--- src/hdl/twqs_pkg.sv ---
// ----------------------------------------------------------------------------
// twqs_pkg
// Shared types, codes and helpers of the two-queue weighted scheduler.
// ----------------------------------------------------------------------------
package twqs_pkg;

	localparam int QUEUE_DEPTH = 16;
	localparam int JOB_BITS    = 16;
	localparam int IDX_BITS    = $clog2(QUEUE_DEPTH);
	localparam int COUNT_BITS  = $clog2(QUEUE_DEPTH + 1);

	localparam int LIMIT_BITS  = 4;
	localparam logic [LIMIT_BITS-1:0] LIMIT_RESET = 4'd3;

	localparam int CMD_QUEUE_DEPTH = 2;
	localparam int CMD_PTR_BITS    = $clog2(CMD_QUEUE_DEPTH);
	localparam int CMD_COUNT_BITS  = $clog2(CMD_QUEUE_DEPTH + 1);

	localparam logic [1:0] ACT_ENQ_URGENT = 2'd0;
	localparam logic [1:0] ACT_ENQ_NORMAL = 2'd1;
	localparam logic [1:0] ACT_SERVE      = 2'd2;

	localparam logic [1:0] FROM_NONE   = 2'd0;
	localparam logic [1:0] FROM_URGENT = 2'd1;
	localparam logic [1:0] FROM_NORMAL = 2'd2;

	localparam logic [1:0] ST_OK    = 2'd0;
	localparam logic [1:0] ST_FULL  = 2'd1;
	localparam logic [1:0] ST_EMPTY = 2'd2;

	typedef enum logic [1:0] {
		OP_PUSH_URGENT,
		OP_PUSH_NORMAL,
		OP_SERVE,
		OP_NOP
	} op_t;

	typedef struct packed {
		op_t                 op;
		logic [JOB_BITS-1:0] job;
	} cmd_t;

	typedef struct packed {
		logic full;
		logic empty;
	} queue_status_t;

	// Ring index (idx + cnt) mod QUEUE_DEPTH for idx, cnt below QUEUE_DEPTH.
	function automatic logic [IDX_BITS-1:0] ring_add(input logic [IDX_BITS-1:0] idx,
			input logic [COUNT_BITS-1:0] cnt);
		logic [COUNT_BITS:0] sum;
		sum = {{(COUNT_BITS + 1 - IDX_BITS){1'b0}}, idx} + {1'b0, cnt};
		if (sum >= (COUNT_BITS + 1)'(QUEUE_DEPTH)) begin
			sum = sum - (COUNT_BITS + 1)'(QUEUE_DEPTH);
		end
		return sum[IDX_BITS-1:0];
	endfunction

endpackage

--- src/hdl/twqs_req_if.sv ---
// ----------------------------------------------------------------------------
// twqs_req_if
// Request channel: one action with its job identifier per transaction.
// ----------------------------------------------------------------------------
interface twqs_req_if;
	import twqs_pkg::*;

	logic                valid;
	logic                ready;
	logic [1:0]          action;
	logic [JOB_BITS-1:0] job_id;

	modport source (output valid, action, job_id, input ready);
	modport sink   (input valid, action, job_id, output ready);
endinterface

--- src/hdl/twqs_rsp_if.sv ---
// ----------------------------------------------------------------------------
// twqs_rsp_if
// Result channel: one served job, its origin and a status per transaction.
// ----------------------------------------------------------------------------
interface twqs_rsp_if;
	import twqs_pkg::*;

	logic                valid;
	logic                ready;
	logic [JOB_BITS-1:0] served_job;
	logic [1:0]          served_from;
	logic [1:0]          status;

	modport source (output valid, served_job, served_from, status, input ready);
	modport sink   (input valid, served_job, served_from, status, output ready);
endinterface

--- src/hdl/twqs_cfg_if.sv ---
// ----------------------------------------------------------------------------
// twqs_cfg_if
// Configuration write channel for the normals-per-urgent limit.
// ----------------------------------------------------------------------------
interface twqs_cfg_if;
	import twqs_pkg::*;

	logic                  valid;
	logic                  ready;
	logic [LIMIT_BITS-1:0] data;

	modport source (output valid, data, input ready);
	modport sink   (input valid, data, output ready);
endinterface

--- src/hdl/two_queue_weighted_scheduler.sv ---
// ----------------------------------------------------------------------------
// two_queue_weighted_scheduler
// Weighted scheduler over an urgent and a normal job FIFO.
// ----------------------------------------------------------------------------
// Each request transaction enqueues a job into the urgent or the normal FIFO,
// or serves the next job, and yields exactly one result transaction. Service
// alternates one urgent job with up to the configured number of normal jobs,
// skipping an empty queue. The block sustains one transaction per cycle while
// the result side is ready. An accepted request is written into the command
// queue; the back end executes the command at the head of the command queue
// against the FIFO heads and tails, and registers the result. While a
// result waits, two more requests are taken into the command queue before the
// request side stalls. The FIFOs need no clearing after reset. Write the limit
// only while no requests are in flight.
// ----------------------------------------------------------------------------
module two_queue_weighted_scheduler
	import twqs_pkg::*;
(
	input  logic       clk,
	input  logic       arst_n,
	twqs_req_if.sink   req,
	twqs_rsp_if.source rsp,
	twqs_cfg_if.sink   cfg
);

	logic          cq_push;
	logic          cq_pop;
	cmd_t          front_cmd;
	cmd_t          head_cmd;
	queue_status_t cq_status;

	twqs_front u_front (
		.req       (req),
		.cq_status (cq_status),
		.cq_push   (cq_push),
		.cq_cmd    (front_cmd)
	);

	twqs_cmd_queue u_cmd_queue (
		.clk      (clk),
		.arst_n   (arst_n),
		.push     (cq_push),
		.push_cmd (front_cmd),
		.pop      (cq_pop),
		.head_cmd (head_cmd),
		.status   (cq_status)
	);

	twqs_back u_back (
		.clk       (clk),
		.arst_n    (arst_n),
		.cfg       (cfg),
		.rsp       (rsp),
		.cq_cmd    (head_cmd),
		.cq_status (cq_status),
		.cq_pop    (cq_pop)
	);

endmodule

--- src/hdl/twqs_front.sv ---
// ----------------------------------------------------------------------------
// twqs_front
// Accepts request transactions and classifies each into a command.
// ----------------------------------------------------------------------------
module twqs_front
	import twqs_pkg::*;
(
	twqs_req_if.sink     req,
	input  queue_status_t cq_status,
	output logic          cq_push,
	output cmd_t          cq_cmd
);

	always_comb begin
		cq_cmd.job = req.job_id;
		case (req.action)
			ACT_ENQ_URGENT: cq_cmd.op = OP_PUSH_URGENT;
			ACT_ENQ_NORMAL: cq_cmd.op = OP_PUSH_NORMAL;
			ACT_SERVE:      cq_cmd.op = OP_SERVE;
			default:        cq_cmd.op = OP_NOP;
		endcase
	end

	assign req.ready = !cq_status.full;
	assign cq_push   = req.valid && !cq_status.full;

endmodule

--- src/hdl/twqs_cmd_queue.sv ---
// ----------------------------------------------------------------------------
// twqs_cmd_queue
// Short command queue between the front and the back.
// ----------------------------------------------------------------------------
module twqs_cmd_queue
	import twqs_pkg::*;
(
	input  logic          clk,
	input  logic          arst_n,
	input  logic          push,
	input  cmd_t          push_cmd,
	input  logic          pop,
	output cmd_t          head_cmd,
	output queue_status_t status
);

	cmd_t                      entry_q [CMD_QUEUE_DEPTH];
	logic [CMD_PTR_BITS-1:0]   wr_ptr_q;
	logic [CMD_PTR_BITS-1:0]   rd_ptr_q;
	logic [CMD_COUNT_BITS-1:0] count_q;

	assign status.full  = (count_q == CMD_COUNT_BITS'(CMD_QUEUE_DEPTH));
	assign status.empty = (count_q == '0);
	assign head_cmd     = entry_q[rd_ptr_q];

	function automatic logic [CMD_PTR_BITS-1:0] ptr_inc(input logic [CMD_PTR_BITS-1:0] p);
		logic [CMD_PTR_BITS-1:0] r;
		if (p == CMD_PTR_BITS'(CMD_QUEUE_DEPTH - 1)) begin
			r = '0;
		end else begin
			r = p + 1'b1;
		end
		return r;
	endfunction

	always_ff @(posedge clk) begin
		if (push) begin
			entry_q[wr_ptr_q] <= push_cmd;
		end
	end

	always_ff @(posedge clk or negedge arst_n) begin
		if (!arst_n) begin
			wr_ptr_q <= '0;
			rd_ptr_q <= '0;
			count_q  <= '0;
		end else begin
			if (push) begin
				wr_ptr_q <= ptr_inc(wr_ptr_q);
			end
			if (pop) begin
				rd_ptr_q <= ptr_inc(rd_ptr_q);
			end
			if (push && !pop) begin
				count_q <= count_q + 1'b1;
			end else if (pop && !push) begin
				count_q <= count_q - 1'b1;
			end
		end
	end

	a_no_overflow: assert property (@(posedge clk) disable iff (!arst_n)
		status.full && !pop |-> !push)
		else $error("command queue written while full");

	a_no_underflow: assert property (@(posedge clk) disable iff (!arst_n)
		status.empty |-> !pop)
		else $error("command queue read while empty");

	a_count_step: assert property (@(posedge clk) disable iff (!arst_n)
		push && !pop |=> !status.empty)
		else $error("command queue lost a command");

endmodule

--- src/hdl/twqs_back.sv ---
// ----------------------------------------------------------------------------
// twqs_back
// Holds the two job FIFOs and the weighted turn state, executes one command
// per cycle while the result side accepts, and registers its result.
// ----------------------------------------------------------------------------
module twqs_back
	import twqs_pkg::*;
(
	input  logic          clk,
	input  logic          arst_n,
	twqs_cfg_if.sink      cfg,
	twqs_rsp_if.source    rsp,
	input  cmd_t          cq_cmd,
	input  queue_status_t cq_status,
	output logic          cq_pop
);

	logic [JOB_BITS-1:0]   u_store_q [QUEUE_DEPTH];
	logic [JOB_BITS-1:0]   n_store_q [QUEUE_DEPTH];
	logic [IDX_BITS-1:0]   u_head_q;
	logic [IDX_BITS-1:0]   n_head_q;
	logic [COUNT_BITS-1:0] u_count_q;
	logic [COUNT_BITS-1:0] n_count_q;
	logic                  phase_q;
	logic [LIMIT_BITS-1:0] served_q;
	logic [LIMIT_BITS-1:0] limit_q;

	logic                  out_valid_q;
	logic [JOB_BITS-1:0]   out_job_q;
	logic [1:0]            out_from_q;
	logic [1:0]            out_status_q;

	logic                  u_empty, n_empty, u_full, n_full, urgent_turn;
	logic                  u_push, n_push, u_pop, n_pop;
	logic                  phase_d;
	logic [LIMIT_BITS-1:0] served_d, served_base, served_inc;
	logic [JOB_BITS-1:0]   res_job;
	logic [1:0]            res_from, res_status;

	assign cfg.ready = 1'b1;

	assign cq_pop = !cq_status.empty && (!out_valid_q || rsp.ready);

	assign u_empty     = (u_count_q == '0);
	assign n_empty     = (n_count_q == '0);
	assign u_full      = (u_count_q == COUNT_BITS'(QUEUE_DEPTH));
	assign n_full      = (n_count_q == COUNT_BITS'(QUEUE_DEPTH));
	assign urgent_turn = !phase_q || (served_q >= limit_q);

	always_comb begin
		u_push      = 1'b0;
		n_push      = 1'b0;
		u_pop       = 1'b0;
		n_pop       = 1'b0;
		phase_d     = phase_q;
		served_d    = served_q;
		served_base = urgent_turn ? '0 : served_q;
		served_inc  = served_base + 1'b1;
		res_job     = '0;
		res_from    = FROM_NONE;
		res_status  = ST_OK;
		case (cq_cmd.op)
			OP_PUSH_URGENT: begin
				if (u_full) begin
					res_status = ST_FULL;
				end else begin
					u_push = 1'b1;
				end
			end
			OP_PUSH_NORMAL: begin
				if (n_full) begin
					res_status = ST_FULL;
				end else begin
					n_push = 1'b1;
				end
			end
			OP_SERVE: begin
				if (u_empty && n_empty) begin
					res_status = ST_EMPTY;
				end else if ((urgent_turn && !u_empty) || (!urgent_turn && n_empty)) begin
					u_pop    = 1'b1;
					res_job  = u_store_q[u_head_q];
					res_from = FROM_URGENT;
					phase_d  = 1'b1;
					served_d = '0;
				end else begin
					n_pop    = 1'b1;
					res_job  = n_store_q[n_head_q];
					res_from = FROM_NORMAL;
					if (served_inc >= limit_q) begin
						phase_d  = 1'b0;
						served_d = '0;
					end else begin
						phase_d  = 1'b1;
						served_d = served_inc;
					end
				end
			end
			default: begin
			end
		endcase
	end

	always_ff @(posedge clk) begin
		if (cq_pop && u_push) begin
			u_store_q[ring_add(u_head_q, u_count_q)] <= cq_cmd.job;
		end
		if (cq_pop && n_push) begin
			n_store_q[ring_add(n_head_q, n_count_q)] <= cq_cmd.job;
		end
		if (cq_pop) begin
			out_job_q    <= res_job;
			out_from_q   <= res_from;
			out_status_q <= res_status;
		end
	end

	always_ff @(posedge clk or negedge arst_n) begin
		if (!arst_n) begin
			u_head_q    <= '0;
			n_head_q    <= '0;
			u_count_q   <= '0;
			n_count_q   <= '0;
			phase_q     <= 1'b0;
			served_q    <= '0;
			limit_q     <= LIMIT_RESET;
			out_valid_q <= 1'b0;
		end else begin
			if (cfg.valid) begin
				limit_q <= cfg.data;
			end
			if (cq_pop) begin
				out_valid_q <= 1'b1;
				phase_q     <= phase_d;
				served_q    <= served_d;
				if (u_push) begin
					u_count_q <= u_count_q + 1'b1;
				end
				if (n_push) begin
					n_count_q <= n_count_q + 1'b1;
				end
				if (u_pop) begin
					u_count_q <= u_count_q - 1'b1;
					u_head_q  <= ring_add(u_head_q, COUNT_BITS'(1));
				end
				if (n_pop) begin
					n_count_q <= n_count_q - 1'b1;
					n_head_q  <= ring_add(n_head_q, COUNT_BITS'(1));
				end
			end else if (rsp.ready) begin
				out_valid_q <= 1'b0;
			end
		end
	end

	assign rsp.valid       = out_valid_q;
	assign rsp.served_job  = out_job_q;
	assign rsp.served_from = out_from_q;
	assign rsp.status      = out_status_q;

	a_count_bound: assert property (@(posedge clk) disable iff (!arst_n)
		u_count_q <= COUNT_BITS'(QUEUE_DEPTH) && n_count_q <= COUNT_BITS'(QUEUE_DEPTH))
		else $error("job queue occupancy out of range");

	a_window_in_phase: assert property (@(posedge clk) disable iff (!arst_n)
		served_q != '0 |-> phase_q)
		else $error("normal window count set outside the normal phase");

	a_empty_serve_holds: assert property (@(posedge clk) disable iff (!arst_n)
		cq_pop && cq_cmd.op == OP_SERVE && u_empty && n_empty
		|=> $stable(phase_q) && $stable(served_q) && u_count_q == '0 && n_count_q == '0)
		else $error("serve on empty queues changed scheduler state");

	a_served_ok: assert property (@(posedge clk) disable iff (!arst_n)
		out_valid_q && out_from_q != FROM_NONE |-> out_status_q == ST_OK)
		else $error("served job reported with an error status");

endmodule

--- src/flat_wrapper.sv ---
// flat-port wrapper written by rule: the top's interface ports become plain ports
module two_queue_weighted_scheduler_flat import twqs_pkg::*;
  (clk, arst_n, req_valid, req_action, req_job_id, req_ready, rsp_valid, rsp_served_job, rsp_served_from, rsp_status, rsp_ready, cfg_valid, cfg_data, cfg_ready);
  twqs_req_if req_i ();
  twqs_rsp_if rsp_i ();
  twqs_cfg_if cfg_i ();
  input  logic clk;
  input  logic arst_n;
  input wire logic [$bits(req_i.valid)-1:0] req_valid;
  input wire logic [$bits(req_i.action)-1:0] req_action;
  input wire logic [$bits(req_i.job_id)-1:0] req_job_id;
  output wire logic [$bits(req_i.ready)-1:0] req_ready;
  output wire logic [$bits(rsp_i.valid)-1:0] rsp_valid;
  output wire logic [$bits(rsp_i.served_job)-1:0] rsp_served_job;
  output wire logic [$bits(rsp_i.served_from)-1:0] rsp_served_from;
  output wire logic [$bits(rsp_i.status)-1:0] rsp_status;
  input wire logic [$bits(rsp_i.ready)-1:0] rsp_ready;
  input wire logic [$bits(cfg_i.valid)-1:0] cfg_valid;
  input wire logic [$bits(cfg_i.data)-1:0] cfg_data;
  output wire logic [$bits(cfg_i.ready)-1:0] cfg_ready;
  assign req_i.valid = req_valid;
  assign req_i.action = req_action;
  assign req_i.job_id = req_job_id;
  assign req_ready = req_i.ready;
  assign rsp_valid = rsp_i.valid;
  assign rsp_served_job = rsp_i.served_job;
  assign rsp_served_from = rsp_i.served_from;
  assign rsp_status = rsp_i.status;
  assign rsp_i.ready = rsp_ready;
  assign cfg_i.valid = cfg_valid;
  assign cfg_i.data = cfg_data;
  assign cfg_ready = cfg_i.ready;
  two_queue_weighted_scheduler u_core (.clk(clk), .arst_n(arst_n), .req(req_i), .rsp(rsp_i), .cfg(cfg_i));
endmodule
--- config.mk ---
export PLATFORM = sky130hd
export DESIGN_NAME = two_queue_weighted_scheduler_flat
export DESIGN_NICKNAME = d
export VERILOG_FILES = /design/src/hdl/twqs_pkg.sv /design/src/hdl/twqs_req_if.sv /design/src/hdl/twqs_rsp_if.sv /design/src/hdl/twqs_cfg_if.sv /design/src/hdl/two_queue_weighted_scheduler.sv /design/src/hdl/twqs_front.sv /design/src/hdl/twqs_cmd_queue.sv /design/src/hdl/twqs_back.sv /design/src/flat_wrapper.sv
export SDC_FILE = /design/constraint.sdc
export NUM_CORES = 1
export LEC_CHECK = 0
export ABC_CLOCK_PERIOD_IN_PS = 11100
export BUFFER_PORTS_ARGS = -buffer_cell sky130_fd_sc_hd__buf_4
export CAP_MARGIN = 15
export CORE_MARGIN = 5
export CORE_UTILIZATION = 50
export DETAILED_ROUTE_END_ITERATION = 10
export PLACE_DENSITY = 0.66
export SLEW_MARGIN = 0
export SYNTH_ARGS = -nofsm -noshare
export SYNTH_HDL_FRONTEND = slang
export SYNTH_HIERARCHICAL = 1
export SYNTH_SLANG_ARGS = --single-unit
--- constraint.sdc ---
create_clock -name clk -period 11.1 [get_ports clk]
set_input_delay 1.665 -clock clk [delete_from_list [all_inputs] [get_ports clk]]
set_output_delay 1.665 -clock clk [all_outputs]
set_load 0.01 [all_outputs]
Yosys cells after proc, flatten, opt, wreduce, memory -nomap -nowiden
Memories as Yosys holds them, arrays and structs flattened.
Cells that the tools add are included.
Widths: inputs -> output; s select.

storage, ports and cells
  bits in registers = 52
  memory bits (writable) = 548
  output and inout port bits = 23
  memories kept = 3
  input port bits = 27
  logic and storage cells = 128

cells by class
  reductions and logical operators = 35
  muxes and demuxes = 44
  bitwise operators = 2
  $lt $le $gt $ge = 6
  add/subtract/negate cells = 17
  eq/ne operators = 7

memories
  memory                      words  width  read ports  clocked after memory_dff  wr ports  RTL line              source
  u_core.u_back.n_store_q     16     16     1           0                         1         twqs_back.sv:19       logic [JOB_BITS-1:0] n_store_q [QUEUE_DEPTH];
  u_core.u_back.u_store_q     16     16     1           0                         1         twqs_back.sv:18       logic [JOB_BITS-1:0] u_store_q [QUEUE_DEPTH];
  u_core.u_cmd_queue.entry_q  2      18     1           0                         1         twqs_cmd_queue.sv:17  cmd_t entry_q [CMD_QUEUE_DEPTH];

operator list
  cell                 count
  $mux 4               9
  $mux 1               24
  $mux 5               4
  $mux 16              1
  $sub 4x1->4 const B  4
  $add 4x5->6          2
  $ge 6x5->1 const B   2
  $pmux 2 s3           2
  $add 4x1->5 const B  2
  $add 5x1->5 const B  2
  $eq 5x5->1 const B   2
  $ge 5x5->1 const B   2
  $logic_not 5->1      2
  $sub 5x1->5 const B  2
  $logic_and 1x1->1    9
  $ge 4x4->1           2
  $logic_not 1->1      8
  $mux 2               4
  $reduce_and 2->1     4
  $reduce_bool 2->1    4
  $eq 2x2->1 const B   3
  $logic_not 2->1      3
  $add 4x1->4 const B  1
  $eq 2x1->1 const B   2
  other kinds (7)      11

Logic depth before layout (Yosys ltp)
  depth after elaboration = 10
  mapped depth = 13
  depth with buffers taken out = 13

Cells and area by module
Netlist, hierarchy kept.

by module, submodules not included
  module          instances  cells each  area an instance (um2)
  twqs_back       1          1044        22310.1
  twqs_cmd_queue  1          72          1535.2
  twqs_front      1          20          137.6

Worst setup path before layout
Ideal clock, no wire load.

  path kind = input to register
  from = in rsp_ready
  to = mem u_core.u_back.n_store_q[0][0] (enable)
  slack = 5803 ps
  setup time = 430 ps
  buffers on the path = 0
  data required time = 10670 ps
  arrival = 4867 ps
  stages = 4
  path through = nor2b_1 > nor2_1 > nand4b_1 > nor4_1

between the ends
  cells in the longest elaborated chain, start to end = 5

ends and longest elaborated chain
  item                          RTL line                            source
  start, declared               flat_wrapper.sv:17                  input wire logic [$bits(rsp_i.ready)-1:0] rsp_ready;
  $logic_or 1x1->1              twqs_back.sv:42                     assign cq_pop = !cq_status.empty && (!out_valid_q || rsp.ready);
  $logic_and 1x1->1             twqs_back.sv:42
  via u_core.cq_pop             two_queue_weighted_scheduler.sv:27  logic cq_pop;
  $logic_and 1x1->1             twqs_back.sv:108                    if (cq_pop && n_push) begin
  $mux 1                        twqs_back.sv:108
  $mux 1 (not written as such)  twqs_back.sv:109                    n_store_q[ring_add(n_head_q, n_count_q)] <= cq_cmd.job;
  end, declared                 twqs_back.sv:19

The timed path passes the listed nets, and every way through them passes these cells.

==> run summary <==
clk sinks: 600
post-route setup TNS: 0 ps
number of synthesized flops with an enable pin: 568
Core Region: 47500 sq um
Buf/Inv on CP: 1
number of global-route vias before repair: 11100
highest clock rate: 260 MHz
final antenna-violating net count: 0
ant diodes: 0
Logic pwr share: 30.2%
top-count cell post-synth: edfxtp_1
first-pass GRT wire length: 74.9 mm
CTS buffer count: 60
slack of the critical path: 7260 ps
period utilization: 34.6%
switching share of total power: 31.8%
Hold Buf Count CTS: 0
Reg power frac: 43.4%
Arr. time, crit path: 4400 ps
leading post-synthesis cells by cell area: edfxtp_1 (71%), mux4_2 (12%), dfrtp_1 (3.1%)
VDD IR max: 0.000147 V
H-tree Lvls: 2
status: completed
CP top delay family: flip-flops
Worst Skew: 17.6 ps
DIE HEIGHT: 229 um
CTS tree: built
max-slew violations: 0
sequential area share after synthesis: 74.5%
Post-Syn Area: 24000 sq um
share of the synthesized area in the top cell type: 71.1%
HP Class: flop to flop
Final Hold Viols: 0
IO Count: 50
Final Util: 56.5%
minimum clock period: 3840 ps
Reg clk slew, reported paths: 60 ps
Clock Tree Buf Depth: 3
total die area: 52400 sq um
relative slew slack: 29.7%
synth unique cells: 53
final setup vio count: 0
WL/cell: 26.8 um
Detailed Place HPWL: 30.2 mm
pre-CTS setup slack: 7050 ps
Initial Utilization: 50.4%
Worst setup EP type: flop
ys async rst share: 5.33%
crit path cell chain: mux2_2 > nor2b_1 > o211ai_2 > clkinv_1 > fa_1 > a21o_1 > a21oi_1 > xnor2_1 > or3_1 > nand2_1
CP startpoint: u_core/u_cmd_queue/rd_ptr_q$_DFFE_PN0P_
Cell Rows: 80
initial antenna violation count: 1
syn_nets: 1191
vias post-DR: 11300
number of port buffers: 48
total congestion overflow: 0
synthesized flop and latch total: 600
Initial DRT Pass Iterations: 5
Vias/cell: 6.01
Placed Cells: 1767
WP data required: 11650 ps
Cells after Synth: 1136
Critical Path Fanout Max: 20
CP max stage delay: 990 ps
Routed WL: 50.4 mm
Area growth syn-to-layout: 12.0%
Worst-Skew Late Latency: 610 ps
Reg-to-Reg Start: u_core/u_cmd_queue/rd_ptr_q$_DFFE_PN0P_
Crit Path Class: flop to flop
Die X: 229 um
worst-margin pin slew: 1050 ps
Syn Area/Cell: 21.1 sq um
post-CTS setup buffers: 0
Clock power frac: 26.4%
leakage power: 8.80 nW
Post-synth top cells: edfxtp_1 (568), mux4_2 (131), nor2_1 (38)
Main synth FF type: edfxtp_1
Net Sw Power: 0.00232 W
number of remaining DRC errors: 0
share of cells above drive strength 1: 27.7%
post_cts resized: 0
gp weighted congestion: 0.814
max-cap viol count: 0
CTS root buf: clkbuf_16
# nets final: 1270
HP Start: u_core/u_cmd_queue/wr_ptr_q$_DFFE_PN0P_
largest net degree at the start of global routing: 67
Final Power: 0.00729 W
area leader, netlist: edfxtp_1
total track usage: 19.3%
pwr dens: 271 nW/um^2
Non-Filler Instances: 1880
unrepaired setup endpoints after global routing: no
Pint: 0.00497 W
Ys Warns: 6
drt initial violations: 1140
startpoint types: flop
CP max stage cell: dfrtp_1
[through the flow]
stage / hold WS, ps / instance area (sq um)
finish: 498 / 26900
global route: 535 / 26900
CTS: 494 / 26900
detailed placement: 486 / 25000
global placement: 471 / 25000
floorplan: 453 / 24000
[power by group through the flow]
stage	Sequential (W)	Combinational, W	Clock [W]
2_1_floorplan	0.00312	0.00154	0
3_3_place_gp	0.00321	0.00219	0
3_5_place_dp	0.00321	0.00222	0
4_1_cts	0.00317	0.00222	0.00196
5_1_grt	0.00319	0.00236	0.00207
6_report	0.00316	0.00220	0.00192
[cells by family after synthesis]
| group | share of synthesized area, % |
|---|---|
| DFF | 74.5 |
| muxes | 15.6 |
| and+or+nand+nor | 2.56 |
| AOI/OAI and AO/OA | 2.48 |
| buffers and inverters | 2.16 |
| xor gates and xnor gates | 1.17 |
| adders and majority gates | 1.59 |
| other | 0.0156 |
[per-layer routing]
layer  GRT usage (%)  part of all wire [%]  vias to the layer above
met1            32.4                    48                     5987
met2            26.5                    43                      436
met5               0                     0                        -
li1                -                     -                     4813
met3            3.75                   7.1                       65
met4            3.97                   1.6                        0
[worst register-to-register path, delay by kind of cell, from the launching register on]
kind / cells / cell delay, ps
flip-flops: 1 / 990
buffers and inverters: 1 / 540
adder cells (fa/ha/maj): 1 / 620
AO/OA/AOI/OAI: 3 / 510
XOR/XNOR: 1 / 90
multiplexers: 1 / 500
AND/OR/NAND/NOR: 3 / 560
[worst paths after layout]
check / cells after the start / slack (ps) / to
worst max-delay path: 10 / 7260 / u_core/u_back/u_count_q[4]$_DFFE_PN0P_
worst min-delay path: 1 / 500 / u_core/u_cmd_queue/wr_ptr_q$_DFFE_PN0P_
worst min register to register: 1 / 500 / u_core/u_cmd_queue/wr_ptr_q$_DFFE_PN0P_
min in group asynchronous: 1 / 1000 / u_core/u_back/limit_q[3]$_DFFE_PN0P_
max in group asynchronous: 1 / 9730 / u_core/u_back/n_head_q[0]$_DFFE_PN0P_
worst max register to register: 10 / 7260 / u_core/u_back/u_count_q[4]$_DFFE_PN0P_
[cell usage in the layout (no fill, tap or decap), types with 13 or more instances in the layout]
cell / netlist / routed
xnor2_1: 19 / 19
mux4_1: 13 / 13
a22o_1: 18 / 18
inv_1: 15 / 15
edfxtp_1: 568 / 568
ha_1: 24 / 24
clkinv_2: 0 / 17
a21oi_1: 27 / 27
nor2b_1: 23 / 23
a211oi_1: 16 / 16
mux2i_1: 16 / 16
nor2_1: 38 / 29
mux4_2: 131 / 131
buf_4: 20 / 82
nand2_1: 31 / 31
xor2_1: 13 / 13
dfrtp_1: 30 / 25
clkbuf_16: 0 / 61
[state kept, by name, indices dropped and copies added (netlist names), 2 cells and up]
signal,cells
u_core/u_back/n_head_q,4
u_core/u_back/n_store_q,256
u_core/u_back/u_head_q,4
u_core/u_back/limit_q,4
u_core/u_cmd_queue/entry_q,36
u_core/u_back/rsp.served_job,16
u_core/u_back/n_count_q,5
u_core/u_back/u_count_q,5
u_core/u_back/served_q,4
u_core/u_back/u_store_q,256
u_core/u_back/rsp.status,2
u_core/u_back/rsp.served_from,2
u_core/u_cmd_queue/count_q,2
[cell type report]
type                            instances  area [sq um]
Timing Repair Buffer                   82           616
Multi-Input combinational cell        454          5650
Sequential cell                       600         17900
Tap cell                              615           769
Clock buffer                           81          1700
Clock inverter                         31           198
Fill cell                            3450         20700
Inverter                               17          63.8
(Power assumes the default switching activity.)
